**config.mk**
```make
export PLATFORM = sky130hd
export DESIGN_NAME = midi_track_event_filter_unit
export DESIGN_NICKNAME = d
export VERILOG_FILES = /design/src/design/mtef_pkg.sv /design/src/design/midi_track_event_filter_unit.sv /design/src/design/mtef_front.sv /design/src/design/mtef_queue.sv /design/src/design/mtef_emitter.sv
export SDC_FILE = /design/constraint.sdc
export NUM_CORES = 1
export LEC_CHECK = 0
export BUFFER_PORTS_ARGS = -buffer_cell sky130_fd_sc_hd__buf_2
export CORE_MARGIN = 2
export CORE_UTILIZATION = 57
export CTS_CLUSTER_DIAMETER = 200
export DETAILED_ROUTE_END_ITERATION = 8
export PLACE_DENSITY = 0.76
export SLEW_MARGIN = 10
export SYNTH_ARGS = -nofsm -noshare
export SYNTH_HDL_FRONTEND = slang
export SYNTH_SLANG_ARGS = --single-unit
```
**constraint.sdc**
```tcl
create_clock -name i_clk -period 4.1 [get_ports i_clk]
set_clock_uncertainty 0.15 [all_clocks]
set_input_delay 0.82 -clock i_clk [delete_from_list [all_inputs] [get_ports i_clk]]
set_output_delay 0.82 -clock i_clk [all_outputs]
set_load 0.01 [all_outputs]
```
**src/design/mtef_pkg.sv**
```systemverilog
// ----------------------------------------------------------------------------
// MIDI track event filter package
// Shared types, constants and helper functions for the track event filter.
// ----------------------------------------------------------------------------
package mtef_pkg;

    localparam int unsigned QUEUE_DEPTH = 4;
    localparam int unsigned TAIL_MAX    = 3;

    localparam logic [27:0] DELTA_MAX   = 28'hFFFFFFF;
    localparam logic [7:0]  ST_SYSEX    = 8'hF0;
    localparam logic [7:0]  ST_SYSEX_CT = 8'hF7;
    localparam logic [7:0]  ST_META     = 8'hFF;
    localparam logic [7:0]  META_EOT    = 8'h2F;
    localparam logic [7:0]  META_TEMPO  = 8'h51;
    localparam logic [7:0]  ST_RESET    = 8'h80;
    localparam logic [3:0]  HI_PROG     = 4'hC;
    localparam logic [3:0]  HI_PRESS    = 4'hD;
    localparam logic [3:0]  HI_SYSTEM   = 4'hF;
    localparam logic [7:0]  TEMPO_MIN_LEN = 8'd3;

    typedef enum logic [3:0] {
        PH_DELTA  = 4'd0,
        PH_STATUS = 4'd1,
        PH_DATA   = 4'd2,
        PH_SYSLEN = 4'd3,
        PH_MTYPE  = 4'd4,
        PH_MLEN   = 4'd5,
        PH_SKIP   = 4'd6
    } t_phase;

    typedef struct packed {
        logic [7:0] in_byte;
        logic       in_last;
    } t_in_item;

    typedef struct packed {
        logic [7:0] out_byte;
        logic       out_last_of_run;
    } t_out_item;

    // One burst of output bytes: optional delta quantity, then 1..3 tail bytes.
    // The first tail byte sits at the highest used index.
    typedef struct packed {
        logic                          has_delta;
        logic [27:0]                   delta;
        logic [1:0]                    n_tail;
        logic [TAIL_MAX-1:0][7:0]      tail;
    } t_job;

    typedef struct packed {
        t_phase phase;
        logic   carried_zero;
    } t_front_stat;

    typedef struct packed {
        logic busy;
    } t_back_stat;

    function automatic logic [1:0] data_len(input logic [7:0] st);
        logic [3:0] hi;
        hi = st[7:4];
        if (hi == HI_PROG || hi == HI_PRESS || hi == HI_SYSTEM) begin
            return 2'd1;
        end
        return 2'd2;
    endfunction

    function automatic logic status_kept(input logic [7:0] st);
        return (st[7:4] != HI_PRESS) && (st[7:4] != HI_SYSTEM);
    endfunction

    function automatic logic [27:0] sat_add(input logic [27:0] a, input logic [27:0] b);
        logic [28:0] s;
        s = {1'b0, a} + {1'b0, b};
        return s[28] ? DELTA_MAX : s[27:0];
    endfunction

endpackage

```
**src/design/midi_track_event_filter_unit.sv**
```systemverilog
// ----------------------------------------------------------------------------
// MIDI track event filter
// Filters a standard MIDI file track body down to channel voice messages except
// channel pressure, tempo and end-of-track meta events, folding dropped deltas forward.
// ----------------------------------------------------------------------------
//  Channel | Direction | Handshake                      | Payload
//  in      | input     | i_in_valid / o_in_ready        | i_in_data  (byte, last)
//  out     | output    | o_out_valid / i_out_ready      | o_out_data (byte, last of run)
//
//  The parser takes one track byte per cycle while the job queue has room.
//  The emitter sends one output byte per cycle while i_out_ready is high; an input
//  byte that produces n output bytes (up to seven) occupies the emitter until its
//  last byte is sent. Output stalls fill the queue and then hold o_in_ready low.
//  Reset is synchronous, active low, and leaves the parser expecting a delta.
// ----------------------------------------------------------------------------
module midi_track_event_filter_unit #(
    parameter int unsigned QUEUE_DEPTH = mtef_pkg::QUEUE_DEPTH
) (
    input  logic                i_clk,
    input  logic                i_rst_n,
    input  logic                i_in_valid,
    output logic                o_in_ready,
    input  mtef_pkg::t_in_item  i_in_data,
    output logic                o_out_valid,
    input  logic                i_out_ready,
    output mtef_pkg::t_out_item o_out_data
);

    logic                  q_in_ready;
    logic                  fe_job_valid;
    mtef_pkg::t_job        fe_job;
    mtef_pkg::t_front_stat fe_stat;
    logic                  q_out_valid;
    mtef_pkg::t_job        q_job;
    logic                  be_job_ready;
    mtef_pkg::t_back_stat  be_stat;

    assign o_in_ready = q_in_ready;

    mtef_front u_front (
        .i_clk       (i_clk),
        .i_rst_n     (i_rst_n),
        .i_valid     (i_in_valid),
        .i_data      (i_in_data),
        .i_q_ready   (q_in_ready),
        .o_job_valid (fe_job_valid),
        .o_job       (fe_job),
        .o_stat      (fe_stat)
    );

    mtef_queue #(
        .DEPTH (QUEUE_DEPTH)
    ) u_queue (
        .i_clk   (i_clk),
        .i_rst_n (i_rst_n),
        .i_valid (fe_job_valid),
        .i_job   (fe_job),
        .o_ready (q_in_ready),
        .o_valid (q_out_valid),
        .o_job   (q_job),
        .i_ready (be_job_ready)
    );

    mtef_emitter u_emitter (
        .i_clk       (i_clk),
        .i_rst_n     (i_rst_n),
        .i_job_valid (q_out_valid),
        .i_job       (q_job),
        .o_job_ready (be_job_ready),
        .o_valid     (o_out_valid),
        .o_data      (o_out_data),
        .i_ready     (i_out_ready),
        .o_stat      (be_stat)
    );

    // track end returns the parser to its idle phase with no carried delta
    a_track_end_reset: assert property (@(posedge i_clk) disable iff (!i_rst_n)
        i_in_valid && o_in_ready && i_in_data.in_last
        |=> fe_stat.phase == mtef_pkg::PH_DELTA && fe_stat.carried_zero)
        else $error("parser not reset after track end");

    // a byte that is not the end of its run means the emitter still holds the job
    a_run_in_progress: assert property (@(posedge i_clk) disable iff (!i_rst_n)
        o_out_valid && !o_out_data.out_last_of_run |-> be_stat.busy)
        else $error("emitter idle in the middle of a run");

    // a job only comes from an accepted input byte
    a_job_from_transfer: assert property (@(posedge i_clk) disable iff (!i_rst_n)
        fe_job_valid |-> i_in_valid && o_in_ready)
        else $error("job produced without an input transfer");

endmodule

```
**src/design/mtef_front.sv**
```systemverilog
// ----------------------------------------------------------------------------
// MIDI track event filter - parser front end
// Parses the track byte stream, tracks delta and running status, and hands
// each burst of output bytes to the queue as one job.
// ----------------------------------------------------------------------------
module mtef_front (
    input  logic                  i_clk,
    input  logic                  i_rst_n,
    input  logic                  i_valid,
    input  mtef_pkg::t_in_item    i_data,
    input  logic                  i_q_ready,
    output logic                  o_job_valid,
    output mtef_pkg::t_job        o_job,
    output mtef_pkg::t_front_stat o_stat
);

    mtef_pkg::t_phase r_phase, n_phase;
    logic [27:0] r_carried, n_carried;
    logic [27:0] r_dbr, n_dbr;
    logic [7:0]  r_rs, n_rs;
    logic [7:0]  r_kind, n_kind;
    logic [7:0]  r_skip, n_skip;
    logic [1:0]  r_dbl, n_dbl;
    logic        r_keep, n_keep;
    logic [7:0]  r_first, n_first;
    logic        r_expl, n_expl;

    logic        accept;
    logic [7:0]  b;
    logic [27:0] delta_sum;
    logic        do_finish;
    logic        fin_expl;
    logic        meta_kept;
    mtef_pkg::t_job job;
    logic        job_valid;

    assign accept    = i_valid && i_q_ready;
    assign b         = i_data.in_byte;
    assign delta_sum = mtef_pkg::sat_add(r_carried, r_dbr);

    always_ff @(posedge i_clk) begin
        if (!i_rst_n) begin
            r_phase   <= mtef_pkg::PH_DELTA;
            r_carried <= '0;
            r_dbr     <= '0;
            r_rs      <= mtef_pkg::ST_RESET;
            r_kind    <= '0;
            r_skip    <= '0;
            r_dbl     <= '0;
            r_keep    <= 1'b0;
            r_first   <= '0;
            r_expl    <= 1'b0;
        end else if (accept) begin
            r_phase   <= n_phase;
            r_carried <= n_carried;
            r_dbr     <= n_dbr;
            r_rs      <= n_rs;
            r_kind    <= n_kind;
            r_skip    <= n_skip;
            r_dbl     <= n_dbl;
            r_keep    <= n_keep;
            r_first   <= n_first;
            r_expl    <= n_expl;
        end
    end

    always_comb begin
        n_phase   = r_phase;
        n_carried = r_carried;
        n_dbr     = r_dbr;
        n_rs      = r_rs;
        n_kind    = r_kind;
        n_skip    = r_skip;
        n_dbl     = r_dbl;
        n_keep    = r_keep;
        n_first   = r_first;
        n_expl    = r_expl;
        do_finish = 1'b0;
        fin_expl  = r_expl;
        meta_kept = 1'b0;
        job_valid = 1'b0;
        job       = '0;
        job.delta = delta_sum;

        unique case (r_phase)
            mtef_pkg::PH_STATUS: begin
                if (b == mtef_pkg::ST_SYSEX || b == mtef_pkg::ST_SYSEX_CT) begin
                    n_phase = mtef_pkg::PH_SYSLEN;
                end else if (b == mtef_pkg::ST_META) begin
                    n_phase = mtef_pkg::PH_MTYPE;
                end else if (!b[7]) begin
                    // running status: this byte is already data
                    n_expl  = 1'b0;
                    n_first = b;
                    if (mtef_pkg::data_len(r_rs) == 2'd1) begin
                        do_finish = 1'b1;
                        fin_expl  = 1'b0;
                    end else begin
                        n_dbl   = 2'd1;
                        n_phase = mtef_pkg::PH_DATA;
                    end
                end else begin
                    n_rs    = b;
                    n_expl  = 1'b1;
                    n_dbl   = mtef_pkg::data_len(b);
                    n_phase = mtef_pkg::PH_DATA;
                end
            end
            mtef_pkg::PH_DATA: begin
                if (r_dbl >= 2'd2) begin
                    n_first = b;
                    n_dbl   = 2'd1;
                end else begin
                    do_finish = 1'b1;
                end
            end
            mtef_pkg::PH_SYSLEN: begin
                n_carried = delta_sum;
                n_dbr     = '0;
                n_keep    = 1'b0;
                n_skip    = b;
                n_phase   = (b == 8'd0) ? mtef_pkg::PH_DELTA : mtef_pkg::PH_SKIP;
            end
            mtef_pkg::PH_MTYPE: begin
                n_kind  = b;
                n_phase = mtef_pkg::PH_MLEN;
            end
            mtef_pkg::PH_MLEN: begin
                meta_kept = (r_kind == mtef_pkg::META_EOT) ||
                            (r_kind == mtef_pkg::META_TEMPO && b >= mtef_pkg::TEMPO_MIN_LEN);
                if (meta_kept) begin
                    if (b == 8'd0 || !i_data.in_last) begin
                        job_valid     = 1'b1;
                        job.has_delta = 1'b1;
                        job.n_tail    = 2'd3;
                        job.tail      = {mtef_pkg::ST_META, r_kind, b};
                        n_carried     = '0;
                        n_dbr         = '0;
                    end
                end else begin
                    n_carried = delta_sum;
                    n_dbr     = '0;
                end
                n_keep  = meta_kept && (b != 8'd0);
                n_skip  = b;
                n_phase = (b == 8'd0) ? mtef_pkg::PH_DELTA : mtef_pkg::PH_SKIP;
            end
            mtef_pkg::PH_SKIP: begin
                if (r_keep) begin
                    job_valid  = 1'b1;
                    job.n_tail = 2'd1;
                    job.tail   = {16'h0000, b};
                end
                n_skip = (r_skip != 8'd0) ? r_skip - 8'd1 : r_skip;
                if (n_skip == 8'd0) begin
                    n_keep  = 1'b0;
                    n_phase = mtef_pkg::PH_DELTA;
                end
            end
            default: begin
                // accumulate the delta quantity, saturating on overflow
                if (r_dbr[27:21] != 7'd0) begin
                    n_dbr = mtef_pkg::DELTA_MAX;
                end else begin
                    n_dbr = {r_dbr[20:0], b[6:0]};
                end
                n_phase = b[7] ? mtef_pkg::PH_DELTA : mtef_pkg::PH_STATUS;
            end
        endcase

        if (do_finish) begin
            if (mtef_pkg::status_kept(r_rs)) begin
                job_valid     = 1'b1;
                job.has_delta = 1'b1;
                job.n_tail    = 2'd1;
                job.tail      = {16'h0000, b};
                // prepend data, then status, ahead of the final byte
                if (mtef_pkg::data_len(r_rs) == 2'd2) begin
                    job.tail   = {job.tail[1:0], 8'h00};
                    job.tail   = {job.tail[2], r_first, job.tail[0]};
                    job.tail   = {8'h00, r_first, b};
                    job.n_tail = 2'd2;
                end
                if (fin_expl) begin
                    job.tail   = (job.n_tail == 2'd2) ? {r_rs, r_first, b} : {8'h00, r_rs, b};
                    job.n_tail = job.n_tail + 2'd1;
                end
                n_carried = '0;
                n_dbr     = '0;
            end else begin
                n_carried = delta_sum;
                n_dbr     = '0;
            end
            n_dbl   = '0;
            n_phase = mtef_pkg::PH_DELTA;
        end

        // track end: back to the reset state, carried delta is dropped
        if (i_data.in_last) begin
            n_phase   = mtef_pkg::PH_DELTA;
            n_carried = '0;
            n_dbr     = '0;
            n_rs      = mtef_pkg::ST_RESET;
            n_kind    = '0;
            n_skip    = '0;
            n_dbl     = '0;
            n_keep    = 1'b0;
            n_first   = '0;
            n_expl    = 1'b0;
        end
    end

    assign o_job_valid         = accept && job_valid;
    assign o_job               = job;
    assign o_stat.phase        = r_phase;
    assign o_stat.carried_zero = (r_carried == 28'd0);

endmodule

```
**src/design/mtef_queue.sv**
```systemverilog
// ----------------------------------------------------------------------------
// MIDI track event filter - job queue
// Small FIFO of output jobs that decouples the parser from the emitter.
// ----------------------------------------------------------------------------
module mtef_queue #(
    parameter int unsigned DEPTH = mtef_pkg::QUEUE_DEPTH
) (
    input  logic           i_clk,
    input  logic           i_rst_n,
    input  logic           i_valid,
    input  mtef_pkg::t_job i_job,
    output logic           o_ready,
    output logic           o_valid,
    output mtef_pkg::t_job o_job,
    input  logic           i_ready
);

    localparam int unsigned PTR_W = $clog2(DEPTH);
    localparam int unsigned CNT_W = $clog2(DEPTH + 1);

    mtef_pkg::t_job r_mem [DEPTH];
    logic [PTR_W-1:0] r_wr, n_wr;
    logic [PTR_W-1:0] r_rd, n_rd;
    logic [CNT_W-1:0] r_cnt, n_cnt;
    logic push, pop;

    assign o_ready = (r_cnt != CNT_W'(DEPTH));
    assign o_valid = (r_cnt != '0);
    assign o_job   = r_mem[r_rd];
    assign push    = i_valid && o_ready;
    assign pop     = o_valid && i_ready;

    always_comb begin
        n_wr  = r_wr;
        n_rd  = r_rd;
        n_cnt = r_cnt;
        if (push) begin
            n_wr = (r_wr == PTR_W'(DEPTH - 1)) ? '0 : r_wr + 1'b1;
        end
        if (pop) begin
            n_rd = (r_rd == PTR_W'(DEPTH - 1)) ? '0 : r_rd + 1'b1;
        end
        if (push && !pop) begin
            n_cnt = r_cnt + 1'b1;
        end else if (pop && !push) begin
            n_cnt = r_cnt - 1'b1;
        end
    end

    always_ff @(posedge i_clk) begin
        if (!i_rst_n) begin
            r_wr  <= '0;
            r_rd  <= '0;
            r_cnt <= '0;
        end else begin
            r_wr  <= n_wr;
            r_rd  <= n_rd;
            r_cnt <= n_cnt;
        end
    end

    always_ff @(posedge i_clk) begin
        if (push) begin
            r_mem[r_wr] <= i_job;
        end
    end

endmodule

```
**src/design/mtef_emitter.sv**
```systemverilog
// ----------------------------------------------------------------------------
// MIDI track event filter - byte emitter
// Serializes one job per burst: delta as a variable-length quantity, then
// the tail bytes, through a registered output stage.
// ----------------------------------------------------------------------------
module mtef_emitter (
    input  logic                 i_clk,
    input  logic                 i_rst_n,
    input  logic                 i_job_valid,
    input  mtef_pkg::t_job       i_job,
    output logic                 o_job_ready,
    output logic                 o_valid,
    output mtef_pkg::t_out_item  o_data,
    input  logic                 i_ready,
    output mtef_pkg::t_back_stat o_stat
);

    logic        r_busy;
    logic [27:0] r_delta;
    logic [mtef_pkg::TAIL_MAX-1:0][7:0] r_tail;
    logic [2:0]  r_dcnt;
    logic [2:0]  r_total;
    logic [2:0]  r_idx;
    logic        r_out_valid;
    mtef_pkg::t_out_item r_out;

    logic        slot_free;
    logic        gen;
    logic        is_last;
    logic        load;
    logic [2:0]  k_full;
    logic [1:0]  k;
    logic [2:0]  t_full;
    logic [6:0]  grp;
    logic [7:0]  byte_out;
    logic [2:0]  n_dcnt;

    assign slot_free   = !r_out_valid || i_ready;
    assign gen         = r_busy && slot_free;
    assign is_last     = (r_idx == r_total - 3'd1);
    assign o_job_ready = !r_busy || (gen && is_last);
    assign load        = i_job_valid && o_job_ready;

    // delta byte count of the incoming job
    always_comb begin
        if (!i_job.has_delta) begin
            n_dcnt = 3'd0;
        end else if (i_job.delta[27:21] != 7'd0) begin
            n_dcnt = 3'd4;
        end else if (i_job.delta[20:14] != 7'd0) begin
            n_dcnt = 3'd3;
        end else if (i_job.delta[13:7] != 7'd0) begin
            n_dcnt = 3'd2;
        end else begin
            n_dcnt = 3'd1;
        end
    end

    always_comb begin
        k_full = r_dcnt - 3'd1 - r_idx;
        k      = k_full[1:0];
        t_full = r_total - 3'd1 - r_idx;
        case (k)
            2'd0:    grp = r_delta[6:0];
            2'd1:    grp = r_delta[13:7];
            2'd2:    grp = r_delta[20:14];
            default: grp = r_delta[27:21];
        endcase
        if (r_idx < r_dcnt) begin
            byte_out = {(k != 2'd0), grp};
        end else begin
            byte_out = r_tail[t_full[1:0]];
        end
    end

    always_ff @(posedge i_clk) begin
        if (!i_rst_n) begin
            r_busy      <= 1'b0;
            r_idx       <= '0;
            r_out_valid <= 1'b0;
        end else begin
            if (load) begin
                r_busy <= 1'b1;
                r_idx  <= '0;
            end else if (gen) begin
                if (is_last) begin
                    r_busy <= 1'b0;
                end
                r_idx <= r_idx + 3'd1;
            end
            if (slot_free) begin
                r_out_valid <= gen;
            end
        end
    end

    always_ff @(posedge i_clk) begin
        if (load) begin
            r_delta <= i_job.delta;
            r_tail  <= i_job.tail;
            r_dcnt  <= n_dcnt;
            r_total <= n_dcnt + {1'b0, i_job.n_tail};
        end
        if (gen) begin
            r_out.out_byte        <= byte_out;
            r_out.out_last_of_run <= is_last;
        end
    end

    assign o_valid     = r_out_valid;
    assign o_data      = r_out;
    assign o_stat.busy = r_busy;

endmodule

```
==> results of run 1 <==
-- worst max-delay path, cell delays in order (launching register included) --
cell	delay, ps
sky130_fd_sc_hd__dfxtp_1	610
sky130_fd_sc_hd__nand2b_1	210
sky130_fd_sc_hd__or3_1	390
sky130_fd_sc_hd__or3_4	390
sky130_fd_sc_hd__and3_1	240
sky130_fd_sc_hd__nor2_8	150
sky130_fd_sc_hd__ha_1	200
sky130_fd_sc_hd__inv_1	70
sky130_fd_sc_hd__fa_1	430
sky130_fd_sc_hd__xor2_1	180
sky130_fd_sc_hd__or3_1	300
sky130_fd_sc_hd__a21boi_0	190
-- report_power, final --
part           internal, mW  leakage [nW]  switching [mW]
clock network          2.13         0.632            1.51
registers              5.03          3.52           0.285
logic                  1.19          2.79            1.86
total                  8.35          6.94            3.66
-- synth_stat cells (14+ instances only) --
| library cell | count |
|---|---|
| sky130_fd_sc_hd__nand2b_1 | 17 |
| sky130_fd_sc_hd__xor2_1 | 16 |
| sky130_fd_sc_hd__a22o_1 | 26 |
| sky130_fd_sc_hd__edfxtp_1 | 287 |
| sky130_fd_sc_hd__inv_1 | 34 |
| sky130_fd_sc_hd__dfxtp_1 | 107 |
| sky130_fd_sc_hd__mux4_2 | 62 |
| sky130_fd_sc_hd__mux2i_1 | 18 |
| sky130_fd_sc_hd__nand3_1 | 16 |
| sky130_fd_sc_hd__buf_2 | 18 |
| sky130_fd_sc_hd__ha_1 | 45 |
| sky130_fd_sc_hd__o21ai_0 | 102 |
| sky130_fd_sc_hd__a22oi_1 | 14 |
| sky130_fd_sc_hd__clkbuf_1 | 47 |
| sky130_fd_sc_hd__xnor2_1 | 24 |
| sky130_fd_sc_hd__nor3_1 | 18 |
| sky130_fd_sc_hd__nand2_1 | 134 |
| sky130_fd_sc_hd__a21oi_1 | 59 |
| sky130_fd_sc_hd__nor2b_1 | 49 |
| sky130_fd_sc_hd__and2_1 | 41 |
| sky130_fd_sc_hd__nor2_1 | 67 |
-- stage by stage --
step,utilization (%),cell area [sq um],std cells,power [mW]
CTS,64.1,19600,1812,12.1
floorplan,-,17700,1364,7.51
global route,64.1,19600,1812,12.6
finish,64.1,19600,1812,12.0
global placement,59.8,18300,1738,8.36
detailed placement,59.8,18300,1738,8.45
-- state kept, by name, indices dropped and copies added (netlist names), 2 cells and up, named ones only --
register,flops
u_queue.r_mem,220
u_emitter.r_delta,28
u_front.r_carried,28
u_front.r_dbr,28
u_emitter.r_tail,24
u_emitter.o_data,9
u_front.r_first,8
u_front.r_kind,8
u_front.r_skip,8
u_front.r_rs,7
u_emitter.r_dcnt,3
u_emitter.r_idx,3
u_emitter.r_total,3
u_front.r_phase,3
u_queue.r_cnt,3
u_queue.r_rd,2
u_queue.r_wr,2
-- per-layer routing --
metal  up-vias  part of all wire, %  routed length, microns
met3        46                  5.2                    1960
met2       288                   47                   17900
met1      5338                   46                   17200
met5         -                    0                       0
li1       5143                    -                       -
met4         0                  1.8                     672
-- area by class of cell --
type | count | share of cell area, %
multi-input combinational | 859 | 33.0
sequential | 394 | 54.9
clock buffer | 47 | 5.24
clock inverter | 27 | 1.51
inverter | 35 | 0.670
tap | 396 | 2.53
timing repair buffer | 54 | 2.16
-- cell families after synthesis --
kind of cell               after synthesis  share of synthesized area (%)
and+or+nand+nor                        404                           11.7
DFF                                    394                           60.8
AOI/OAI and AO/OA                      287                           10.3
buffers and inverters                  111                           2.74
muxes                                   80                           8.91
adders and majority gates               48                           3.52
xor gates and xnor gates                40                           1.98
-- worst paths after layout --
check                                  start                            end  slack (ps)  cells after the start
max          u_front.r_phase[0]$_SDFFE_PN0P_  u_queue.r_cnt[2]$_SDFFE_PN0P_         500                     11
min              u_front.r_keep$_SDFFE_PN0P_    u_front.r_keep$_SDFFE_PN0P_         310                      2
max reg2reg  u_front.r_phase[0]$_SDFFE_PN0P_  u_queue.r_cnt[2]$_SDFFE_PN0P_         500                     11
min reg2reg      u_front.r_keep$_SDFFE_PN0P_    u_front.r_keep$_SDFFE_PN0P_         310                      2
-- cells in the final DEF, fill, tap and decap left out, types with 25 or more instances in the layout --
cell / count
sky130_fd_sc_hd__dfxtp_1: 105
sky130_fd_sc_hd__o21ai_0: 102
sky130_fd_sc_hd__and2_1: 37
sky130_fd_sc_hd__buf_4: 25
sky130_fd_sc_hd__nand2_1: 134
sky130_fd_sc_hd__clkbuf_16: 40
sky130_fd_sc_hd__a21oi_1: 59
sky130_fd_sc_hd__nor2b_1: 49
sky130_fd_sc_hd__ha_1: 45
sky130_fd_sc_hd__a22o_1: 26
sky130_fd_sc_hd__inv_1: 33
sky130_fd_sc_hd__edfxtp_1: 287
sky130_fd_sc_hd__mux4_2: 62
sky130_fd_sc_hd__nor2_1: 67
==> run summary, run 1 <==
The tools report the post-cts sizing count as 0. The maximum clock path buffer count was 3; the total of hold buffers inserted after clock tree synthesis was 0. The initial antenna violation count was 0; the total power density per cell area was 612 nW/um^2. The first detailed-routing pass ran for 5 iterations.

The area added between synthesis and finish is 10.8%, and the insertion delay to the later sink of the worst-skew pair is 540 ps. The flow ran to the end, and the final reports show no timing, DRC or antenna violations. In the final timing run, aggregate negative setup slack is 0 ps. The tools report the number of max-cap violations as 0.

In this run the clock root is driven by a sky130_fd_sc_hd__clkbuf_16. Across all hold checks on the routed design, the worst slack comes to 313 ps. The synthesized design devotes to its leading area cell type 48.7% of total area. The region available for standard cell placement spans 30600 sq um.

After detailed routing, the number of remaining DRC violations is 0. The area of the mapped netlist was 17700 sq um; the effective utilization at floorplan was 57.8%. Synthesis inferred 394 register bits. The worst setup path is captured at a flop. For the worst setup margin, the log shows 504 ps.

Entering global routing, the biggest net connects 80 pins. Synthesis produced a netlist with a net count of 1425. Ranked by total cell area, the synthesized netlist is headed by sky130_fd_sc_hd__edfxtp_1, sky130_fd_sc_hd__dfxtp_1, sky130_fd_sc_hd__mux4_2, sky130_fd_sc_hd__ha_1, sky130_fd_sc_hd__o21ai_0.

Minimum clock period after layout: 3600 ps. The remaining max-slew budget at the tightest pin came out at 23.9%. After clock tree synthesis, the clock-pin slew on the worst setup and hold paths is 60 ps. In this run the post-CTS setup repair buffer count came out at 0. The run gives 0 as the number of warnings issued by yosys. The global-route wire length before repair was 59.7 mm. The number of vias in the routed layout was 10800; the final HPWL from detailed placement was 25.7 mm. Among all flip-flop cells after synthesis, the most frequent one is sky130_fd_sc_hd__edfxtp_1. A synthesized cell averages 13.0 sq um.

Registers take 10800 sq um. In the routed layout, each cell is associated on average with a via count of 5.97. At the end of routability-driven placement, the weighted congestion stood at 0.864.

In this run the static leakage power is 6.94 nW. The routed design has 37.8 mm of wire. Setup repair after global routing left no endpoint under its margin. sky130_fd_sc_hd__edfxtp_1 takes more of the synthesized area than any other cell. For this run, the top clock speed supported by timing is 278 MHz. In the synthesized netlist, the number of instances is 1364. Counting flops with an async set or reset pin after synthesis yields a share of 0%. The via count of the first global-routing pass is 10600. The maximum fanout along the worst path came out at 14. TritonCTS built the clock tree. Measured along the y axis, the die boundary spans 180 microns. The first routing iteration left 778 violations. The number of enable flip-flop cells after synthesis is 287, and the total inserted antenna cells is 0.

The fraction of met3 tracks used by global routing was 3.86%; the average wire per cell in the routed design was 20.9 microns. The tools report the worst setup timing slack at the placement stage as 212 ps. For this run, the register share of the synthesized area comes to 60.8%. The met1 usage was 33.8%; the cell row count was 64.

The startpoint type of the worst setup path is a flop. Count of boundary I/O pins: 24. The die covers 32500 sq um. Global routing used 37.5% of the available met2 tracks. Clock tree synthesis inserted a total of 40 buffers. The worst min-delay path class is flop to flop. Counting every sink on the clock net gives 394.

After layout, the worst path uses 87.7% of the clock period. For the worst setup path, the data required time is 4410 ps. The number of pins exceeding their max-slew limit in the final report was 0; the quantity of I/O buffers inserted on ports was 23.

The run gives 23.4% as the overall global routing resource usage. At the pin with the least slew margin, the transition time is 1140 ps. The global-route congestion overflow total is 0, and the fraction of layout cells with a size suffix above 1 is 15.2%. The net count of the finished layout is 1445. The logs give 0 for the number of routed nets with antenna violations and 2 for the H-tree depth. The width of the die is 180 microns. Layer with the highest usage: met2. Setup violations remaining at the end of the flow were counted as 0.

The number of endpoints with negative hold slack in the final report is 0, and the area of the multi-input gates is 6470 sq um. The arrival time of data at the critical path endpoint is 3900 ps, and the layout filler cell count is 2243. The setup path with the least slack is of type flop to flop.

Synthesis instantiated 77 different standard cells from the library. The tools report the maximum VDD drop as 388 uV.
No activity file was read; power rests on OpenSTA's default activity.
==> run 2: changes to the inputs <==
--- a/config.mk
+++ b/config.mk
@@ -6,12 +6,13 @@
 export NUM_CORES = 1
 export LEC_CHECK = 0
 export BUFFER_PORTS_ARGS = -buffer_cell sky130_fd_sc_hd__buf_2
-export CORE_MARGIN = 2
 export CORE_UTILIZATION = 57
 export CTS_CLUSTER_DIAMETER = 200
 export DETAILED_ROUTE_END_ITERATION = 8
+export HOLD_SLACK_MARGIN = 0.06
 export PLACE_DENSITY = 0.76
 export SLEW_MARGIN = 10
 export SYNTH_ARGS = -nofsm -noshare
 export SYNTH_HDL_FRONTEND = slang
+export SYNTH_HIERARCHICAL = 1
 export SYNTH_SLANG_ARGS = --single-unit
==> run 2 against run 1 <==
Net effect:
- first-iteration DRC count grew 17%
- sequential power up 1%
- clock-buffer cell count rose by 14
- largest cell class unchanged
- combinational power up 5%
- critical endpoint is now u_queue/r_cnt[2]$_SDFFE_PN0P_
- sequential share of layout area is 1.0 points lower
- routed wire length grew 5.2%
- utilization grew 0.89 points
==> run summary, run 2 <==
The H-tree depth is 2, and the global-route wire length before repair is 60.7 mm. The most critical setup path has its startpoint at u_front/r_phase[1]$_SDFFE_PN0P_. For the post-CTS setup repair buffer count, the log shows 0. The critical path goes through nor2_1 -> nand2_1 -> nor3_1 -> o21a_1 -> nor2_1 -> nand2_1 -> and2_4 -> and2_4 -> ha_1 -> inv_1 -> fa_1 -> xor2_1 -> or3_2 -> a21boi_0. The number of gates resized after CTS was 0.

The run gives 0 as the number of max-cap violations. Buffers placed on the I/O ports in this run total 23. The die height is 179 microns. The area added between synthesis and finish works out to 11.4%. The tools report the arrival time of data at the critical path endpoint as 4080 ps. Maximum fanout along the worst path: 15.

The tools report the kind of end point of the critical path as a flop. The last element of the critical path is u_queue/r_cnt[2]$_SDFFE_PN0P_. Leaving out fill and tap cells, the most frequent cell in the layout is sky130_fd_sc_hd__edfxtp_1. Buffers inserted during clock tree synthesis total 40. The CTS sink count is 394. The kind of cell with the highest combined delay on the critical path was simple AND/OR/NAND/NOR gates. The run finished with clean final reports.

The worst register-to-register path has a setup slack of 310 ps. The run gives 370 uV as the maximum VDD drop. For the number of warnings issued by yosys, the log shows 6.

Derived from the worst setup path, the maximum achievable clock frequency is 264 MHz. The flip-flop count of the largest register, all copies and words added is 220. After detailed routing, the average wire length per cell comes to 22.5 microns. The floorplan step defined a die boundary enclosing 32200 sq um. Of the cells placed in the final design, the portion with a size suffix greater than 1 is 18.1%. The worst path in the final design needs a cycle of 3790 ps, including I/O delays and setup. The cell count after synthesis is 1306. The setup path with the least slack is of type flop to flop. The number of endpoints with negative hold slack in the final report was 0.

0 antenna diodes ended up in the layout. The global-route congestion overflow total is 0, and the last weighted congestion value of the routability-driven placer is 0.874. The worst path uses 92.5% of the clock period.

The run gives 0 as the post-route DRC violation count. The number of vias in the routed layout was 11000. The count of cells along the worst register-to-register path came out at 14.

Setup repair after global routing left no endpoint under its margin. The clock passes through at most 3 buffers. Once the floorplan was initialized, standard cells occupied 58.3% of the core. The number of buffers and inverters on the critical path is 1.

For this design the ratio of total power to cell area is 622 nW/um^2. Clock transition at the registers of the reported paths: 60 ps. Global routing used 25.2% of the available tracks.

The leakage power figure was 7.24 nW; the net count after synthesis was 1367. The slew at the pin closest to its max-slew limit is 949 ps. Measured along the x axis, the die boundary spans 179 microns. The launch point of the worst reg-to-reg path is u_front/r_phase[1]$_SDFFE_PN0P_.

The tools report the total of hold buffers inserted after clock tree synthesis as 0. The worst setup margin was 308 ps; the initial antenna violation count was 1. After detailed routing, the number of vias per cell comes to 6.24. The worst hold path depth came out at 2. The cell row count is 64, and the post-synthesis average cell area is 13.7 sq um. Summing internal, switching and leakage power gives 12.4 mW. Insertion delay to the later sink of the worst-skew pair: 530 ps.

Ranked by flip-flop count, first place goes to u_queue/r_mem. The run gives 10800 as the via count of the first global-routing pass. The logs give 0 for the number of pins exceeding their max-slew limit in the final report and 913 for the DRC marker count from the first detailed-route iteration.

For this design the top-level I/O count stands at 24. The first TritonRoute pass finished after 8 iterations. Area of the core region: 30700 sq um.

The min-delay analysis places its worst path in the category flop to flop. The cell area that synthesis handed to floorplanning was 17900 sq um. Among all stages on the critical path, the largest delay is contributed by sky130_fd_sc_hd__dfxtp_1. Largest incremental delay on the critical path: 440 ps.

The detail route stage leaves a number of antenna-violating nets equal to 0. OpenSTA, run right after detailed placement, puts the worst setup slack at -32.4 ps. The net count of the finished layout is 1402. For the final HPWL from detailed placement, the log shows 26.0 mm. The worst setup path is launched from a flop.

The tools report the capture point of the worst reg-to-reg path as u_queue/r_cnt[2]$_SDFFE_PN0P_. The root buffer cell chosen for the clock tree is sky130_fd_sc_hd__clkbuf_16. In the layout the commonest cells are sky130_fd_sc_hd__edfxtp_1, sky130_fd_sc_hd__dfxtp_1, sky130_fd_sc_hd__nand2_1.

For the final setup violation count, the log shows 0. TritonCTS built the clock tree. The remaining max-slew budget at the tightest pin was 36.6%. For the final wirelength, the log shows 39.8 mm.

The run gives 4380 ps as the data required time at the worst endpoint. The cell count along the critical path came out at 14. The pin count of the biggest net entering global routing was 47.
-- run 2: cell type report --
| cell class | instances | area [sq um] |
|---|---|---|
| Multi-Input combinational cell | 806 | 6700 |
| Inverter | 33 | 124 |
| Sequential cell | 394 | 10800 |
| Tap cell | 396 | 495 |
| Fill cell | 2222 | 10800 |
| Timing Repair Buffer | 66 | 488 |
| Clock buffer | 61 | 1170 |
| Clock inverter | 13 | 239 |
-- run 2: how the worst min path moves through the flow --
stage | start | end | slack (ps)
floorplan | u_front/r_dbr[16]$_SDFFE_PN0P_ | u_front/r_dbr[16]$_SDFFE_PN0P_ | 300
global placement | u_front/r_carried[24]$_SDFFE_PN0P_ | u_front/r_carried[24]$_SDFFE_PN0P_ | 320
detailed placement | u_front/r_keep$_SDFFE_PN0P_ | u_front/r_keep$_SDFFE_PN0P_ | 330
CTS | u_front/r_keep$_SDFFE_PN0P_ | u_front/r_keep$_SDFFE_PN0P_ | 330
global route | u_front/r_carried[13]$_SDFFE_PN0P_ | u_front/r_carried[13]$_SDFFE_PN0P_ | 360
finish | u_front/r_keep$_SDFFE_PN0P_ | u_front/r_keep$_SDFFE_PN0P_ | 340
-- run 2: metal layers --
layer  routed length [microns]  global-route usage (%)  share of wire [%]
met1                     17200                    35.4                 43
met2                     19100                    40.6                 48
met3                      2320                    3.19                5.8
met4                      1160                    9.14                2.9
met5                         0                       0                  0
-- run 2: where the power goes --
group          internal, mW  switching, mW  leakage (nW)  total, mW
clock                  2.36           1.48         0.678       3.84
combinational          1.32           1.90          3.06       3.22
sequential             5.04          0.338          3.50       5.37
-- run 2: per-stage QoR --
stage / area [sq um] / setup TNS [ps] / util (%) / hold WS (ps) / instances
finish: 20000 / 0 / 65.0 / 336 / 1769
global route: 20000 / 0 / 65.0 / 356 / 1769
CTS: 20000 / 0 / 65.0 / 333 / 1769
detailed placement: 18600 / -32.4 / 60.4 / 326 / 1695
global placement: 18600 / 0 / 60.4 / 319 / 1695
floorplan: 17900 / 0 / - / 298 / 1306
-- run 2: worst reg2reg max path, delay by kind of cell (launching register included) --
kind / cells / cell delay [ps]
DFF: 1 / 440
and+or+nand+nor: 8 / 1780
buffers and inverters: 1 / 70
adders and majority gates: 2 / 580
xor gates and xnor gates: 1 / 200
AOI/OAI and AO/OA: 2 / 500
